==> src/sv/path_gradient_smoother_macros.svh <==
// Assertion helpers; each expects clk and rst_n in scope.
`ifndef PATH_GRADIENT_SMOOTHER_MACROS_SVH
`define PATH_GRADIENT_SMOOTHER_MACROS_SVH

// Same-cycle implication.
`define PGS_ASSERT_IMP(lbl, ante, cons, msg) \
  lbl: assert property (@(posedge clk) disable iff (!rst_n) (ante) |-> (cons)) \
    else $error(msg);

// Next-cycle implication.
`define PGS_ASSERT_NXT(lbl, ante, cons, msg) \
  lbl: assert property (@(posedge clk) disable iff (!rst_n) (ante) |=> (cons)) \
    else $error(msg);

`endif

==> src/sv/pgs_pkg.sv <==
package pgs_pkg;

  localparam int MAX_POINTS_DEF  = 64;
  localparam int COORD_WIDTH_DEF = 32;

  localparam int FIELD_W    = 32;
  localparam int WEIGHT_W   = 16;
  localparam int TOL_W      = 24;
  localparam int ITER_W     = 16;
  localparam int CFG_IDX_W  = 8;
  localparam int CFG_DATA_W = 32;

  localparam int DIFF_LIM_LOG2 = 46;
  localparam int FRAC_BITS     = 16;
  localparam int SHORT_PATH    = 3;

  localparam logic [WEIGHT_W-1:0] WEIGHT_DATA_RST   = 16'd6554;
  localparam logic [WEIGHT_W-1:0] WEIGHT_SMOOTH_RST = 16'd32768;
  localparam logic [TOL_W-1:0]    TOLERANCE_RST     = 24'd1;
  localparam logic [ITER_W-1:0]   MAX_ITER_RST      = 16'd1024;

  localparam logic [CFG_IDX_W-1:0] REG_WEIGHT_DATA   = 8'd0;
  localparam logic [CFG_IDX_W-1:0] REG_WEIGHT_SMOOTH = 8'd1;
  localparam logic [CFG_IDX_W-1:0] REG_TOLERANCE     = 8'd2;
  localparam logic [CFG_IDX_W-1:0] REG_MAX_ITER      = 8'd3;

  typedef struct packed {
    logic ld_en;
    logic rd_en;
    logic take_left;
    logic take_cur;
    logic calc_diff;
    logic calc_mult;
    logic upd_en;
  } lane_ctl_t;

endpackage

==> src/sv/pgs_merge.sv <==
module pgs_merge #(
  parameter int MAX_POINTS  = pgs_pkg::MAX_POINTS_DEF,
  parameter int COORD_WIDTH = pgs_pkg::COORD_WIDTH_DEF
) (
  input  logic                          clk,
  input  logic                          clr,
  input  logic                          chg_v,
  input  logic [COORD_WIDTH-1:0]        chg_x,
  input  logic [COORD_WIDTH-1:0]        chg_y,
  input  logic [pgs_pkg::TOL_W-1:0]     tolerance,
  output logic                          below_tol
);

  localparam int ACC_W = COORD_WIDTH + 1 + $clog2(MAX_POINTS);
  localparam int CMP_W = (ACC_W > pgs_pkg::TOL_W) ? ACC_W : pgs_pkg::TOL_W;

  logic [ACC_W-1:0] acc_r;

  always_ff @(posedge clk) begin
    if (clr) begin
      acc_r <= '0;
    end else if (chg_v) begin
      acc_r <= acc_r + ACC_W'(chg_x) + ACC_W'(chg_y);
    end
  end

  assign below_tol = CMP_W'(acc_r) < CMP_W'(tolerance);

endmodule

==> config.mk <==
export PLATFORM = sky130hd
export DESIGN_NAME = pgs_merge
export DESIGN_NICKNAME = d
export VERILOG_FILES = /design/src/sv/path_gradient_smoother_macros.svh /design/src/sv/pgs_pkg.sv /design/src/sv/pgs_merge.sv
export SDC_FILE = /design/constraint.sdc
export NUM_CORES = 1
export LEC_CHECK = 0
export BUFFER_PORTS_ARGS = -buffer_cell sky130_fd_sc_hd__buf_2
export CORE_ASPECT_RATIO = 1.5
export CORE_UTILIZATION = 35
export DETAILED_ROUTE_END_ITERATION = 8
export SLEW_MARGIN = 0
export SYNTH_ARGS = -nofsm -noshare
export SYNTH_HDL_FRONTEND = slang
export SYNTH_SLANG_ARGS = --single-unit
==> constraint.sdc <==
create_clock -name clk -period 3.72 [get_ports clk]
set_input_delay 1.116 -clock clk [delete_from_list [all_inputs] [get_ports clk]]
set_output_delay 1.116 -clock clk [all_outputs]
set_load 0.01 [all_outputs]
==> qor.txt <==
total internal power: 2742 uW
Bufs and invs on worst path: 3
count of final setup violators: 1
Ys Warns: 0
initial antenna violation count: 0
Worst-path clk slew: 60 ps
Worst-Margin Slew: 759.4 ps
Hold Path Class: reg -> reg
Slew HR: 49.06%
CTS max path bufs: 2
die width: 95.79 um
CTS tree: built
Root Buffer: clkbuf_16
DRT iter0 DRCs: 119
top_reg_cell synth: dfxtp_1
placed inst area: 0.005669 mm^2
final WL: 12760 um
syn avg cell area: 8.665 um^2
largest registers: acc_r: 39 flops
flip-flop count of the largest register after layout: 39
CP startpoint kind: input port
Seq/Total Area, Yosys: 16.91%
Starting Density: 35.65%
Synth area leaders: dfxtp_1, ha_1, fa_1, a21oi_1, a21o_1
Mapped Area: 0.004618 mm^2
fmax: 0.2477 GHz
Hold Path Origin: acc_r[9]$_SDFFE_PP0P_
share of total power in the clock network: 8.7%
FF+latch count, synth: 39
R2R Path Start: acc_r[19]$_SDFFE_PP0P_
die height: 142.7 um
EDFF count, synth: 0
P_sw: 2235 uW
final std cells w/o fill: 843
Synth area leader: dfxtp_1
Final Instance Area: 0.006210 mm^2
Period Utilization, post-route: 108.5%
max-slew violation count: 0
static leakage: 0.002969 uW
RSZ-0062 raised after global routing: true
kind of cell adding the most delay to the critical path: compound AO/OA/AOI/OAI gates
gr ovfl total: 0
gr usage total: 18.84%
Post-synth ARST share: 0%
WS Path Type: in -> out
HPWL after DPL: 9871 um
via count: 4584
failing checks: negative setup slack
most frequent cell after synthesis: ha_1
row cnt: 51
Post-Synthesis Cells: 533
Mapped Nets: 712
Clock Latency Late Sink: 290 ps
Worst Path Arrival: 2920 ps
Layout area overhead: 34.46%
# DRC: 0
Netlist cell types: 72
crit path time final: 4038 ps
fillcell total: 1261
Power Dens Cells: 801.5 mW/mm^2
core box area: 0.01295 mm^2
Biggest register: acc_r
commonest cells in the netlist: ha_1, a21oi_1, dfxtp_1, nand2_1, nor2_1
Post-DRT Antenna Nets: 0
setup slack, reg-to-reg: 630 ps
sequential share of power: 14.9%
final hold viol count: 0
share of the synthesized area in the top cell type: 16.91%
reported max-cap violation count: 0
cell repeated most along the worst path: a21o_1
clk sinks: 39
Ports: 92
clock skew: 3.535 ps
number of global-route vias before repair: 4646
placed insts: 828
area taken by multi-input logic gates: 0.003954 mm^2
Sw Share: 44.92%
CP Cell Sequence: buf_6 > inv_4 > ha_4 > a21o_1 > a21o_1 > a21o_1 > a21o_1 > a211o_1 > a21oi_2 > o41a_1 > buf_2
crit path from: tolerance[1]
largest net degree at the start of global routing: 49
Net count, final: 862
FF+latch area: 780.7 um^2
total power: 4977 uW
Port Buffers: 91
first-pass GRT wire length: 20440 um
final setup margin: -317.6 ps
Worst Setup End Kind: primary output
number of H-tree levels: 2
drt wl/cell: 15.14 um
slowest CP cell: a211o_1
Worst path max stage delay: 320 ps
DR vias/cell: 5.438
n_diodes: 0
RePlAce Congestion: 0.8120
CP required: 2600 ps
crit-path max FO: 1
Die ar.: 0.01367 mm^2
CTS buffer count: 5
Comb pwr share: 76.4%
iteration count of the initial detailed-routing pass: 4
peak supply drop: 425.0 uV
status: finished with violations
layout cells sized above 1: 34.21%
==> metal layers <==
layer / vias to the layer above / global-route usage (%) / share of wire (%)
li1: 2254 / - / -
met1: 2206 / 20.04 / 40
met4: 0 / 7.463 / 2.8
met2: 95 / 36.39 / 55
met3: 29 / 2.290 / 2.9
met5: - / 0 / 0
==> cell usage in the layout, fill, tap and decap left out, types with 7 or more instances in the layout <==
master,Yosys,layout
nand4_1,10,10
ha_1,55,41
inv_1,33,30
nand2_1,35,33
a21o_1,28,28
a21oi_2,0,9
nand3b_1,7,7
buf_4,0,68
and3_1,8,8
nor3_1,19,17
dfxtp_1,39,39
nor2_1,34,34
nor3b_1,7,7
buf_2,1,89
xnor2_1,10,10
ha_4,0,12
fa_1,33,31
mux2i_1,13,13
o21ai_0,23,19
nand3_1,14,14
a21oi_1,44,34
==> cells by family after synthesis <==
kind of cell / count (synthesis) / synth area share [%]
and+or+nand+nor: 171 / 20.10
adders and majority gates: 88 / 29.21
AOI/OAI and AO/OA: 153 / 23.38
buffers and inverters: 53 / 4.497
xor gates and xnor gates: 15 / 2.845
DFF: 39 / 16.91
muxes: 14 / 3.061
==> power by group through the flow <==
stage | sequential (uW) | combinational (uW) | clock, uW
after global routing | 763 | 4180 | 458
after floorplan | 690 | 2240 | 0
after detailed placement | 751 | 3350 | 0
final | 742 | 3800 | 434
after CTS | 745 | 3460 | 445
after global placement | 746 | 3290 | 0
==> tightest hold or removal path, stage by stage (launching register included) <==
cell	delay [ps]
dfxtp_1	340
nand2_1	70
a21oi_1	50
==> final cells by class <==
cell class,instances,share of cell area (%)
clock inverter,2,0.2015
tap,159,3.204
clock buffer,6,2.075
inverter,35,2.156
timing repair buffer,161,16.12
sequential,39,12.57
multi-input combinational,441,63.67
==> stage by stage <==
step | worst slack (ps) | util [%] | hold WS (ps) | TNS [ps]
after floorplan | -3.549 | - | 460.2 | -3.549
after global placement | -423.3 | 43.77 | 476.4 | -4685
after detailed placement | -443.3 | 43.77 | 489.7 | -5439
after CTS | -337.5 | 45.65 | 499.7 | -337.5
after global routing | -368.5 | 47.94 | 519.2 | -607.0
final | -317.6 | 47.94 | 500.7 | -317.6
==> path summary, 6_finish.rpt <==
path | endpoint | depth (start not counted)
worst max-delay path | below_tol | 11
worst min-delay path | acc_r[9]$_SDFFE_PP0P_ | 2
worst max register to register | acc_r[34]$_SDFFE_PP0P_ | 12
worst min register to register | acc_r[9]$_SDFFE_PP0P_ | 2
==> timing repair <==
item / CTS / global route
hold buffers: 0 / 0
setup buffers: 3 / 6
pin swaps: 13 / 32
gates resized for setup: 17 / 49
cloned: 0 / 0
endpoints found under the setup margin: 10 / 19
endpoints found under the hold margin: 0 / 0
Power figures use the tool's default switching activity.
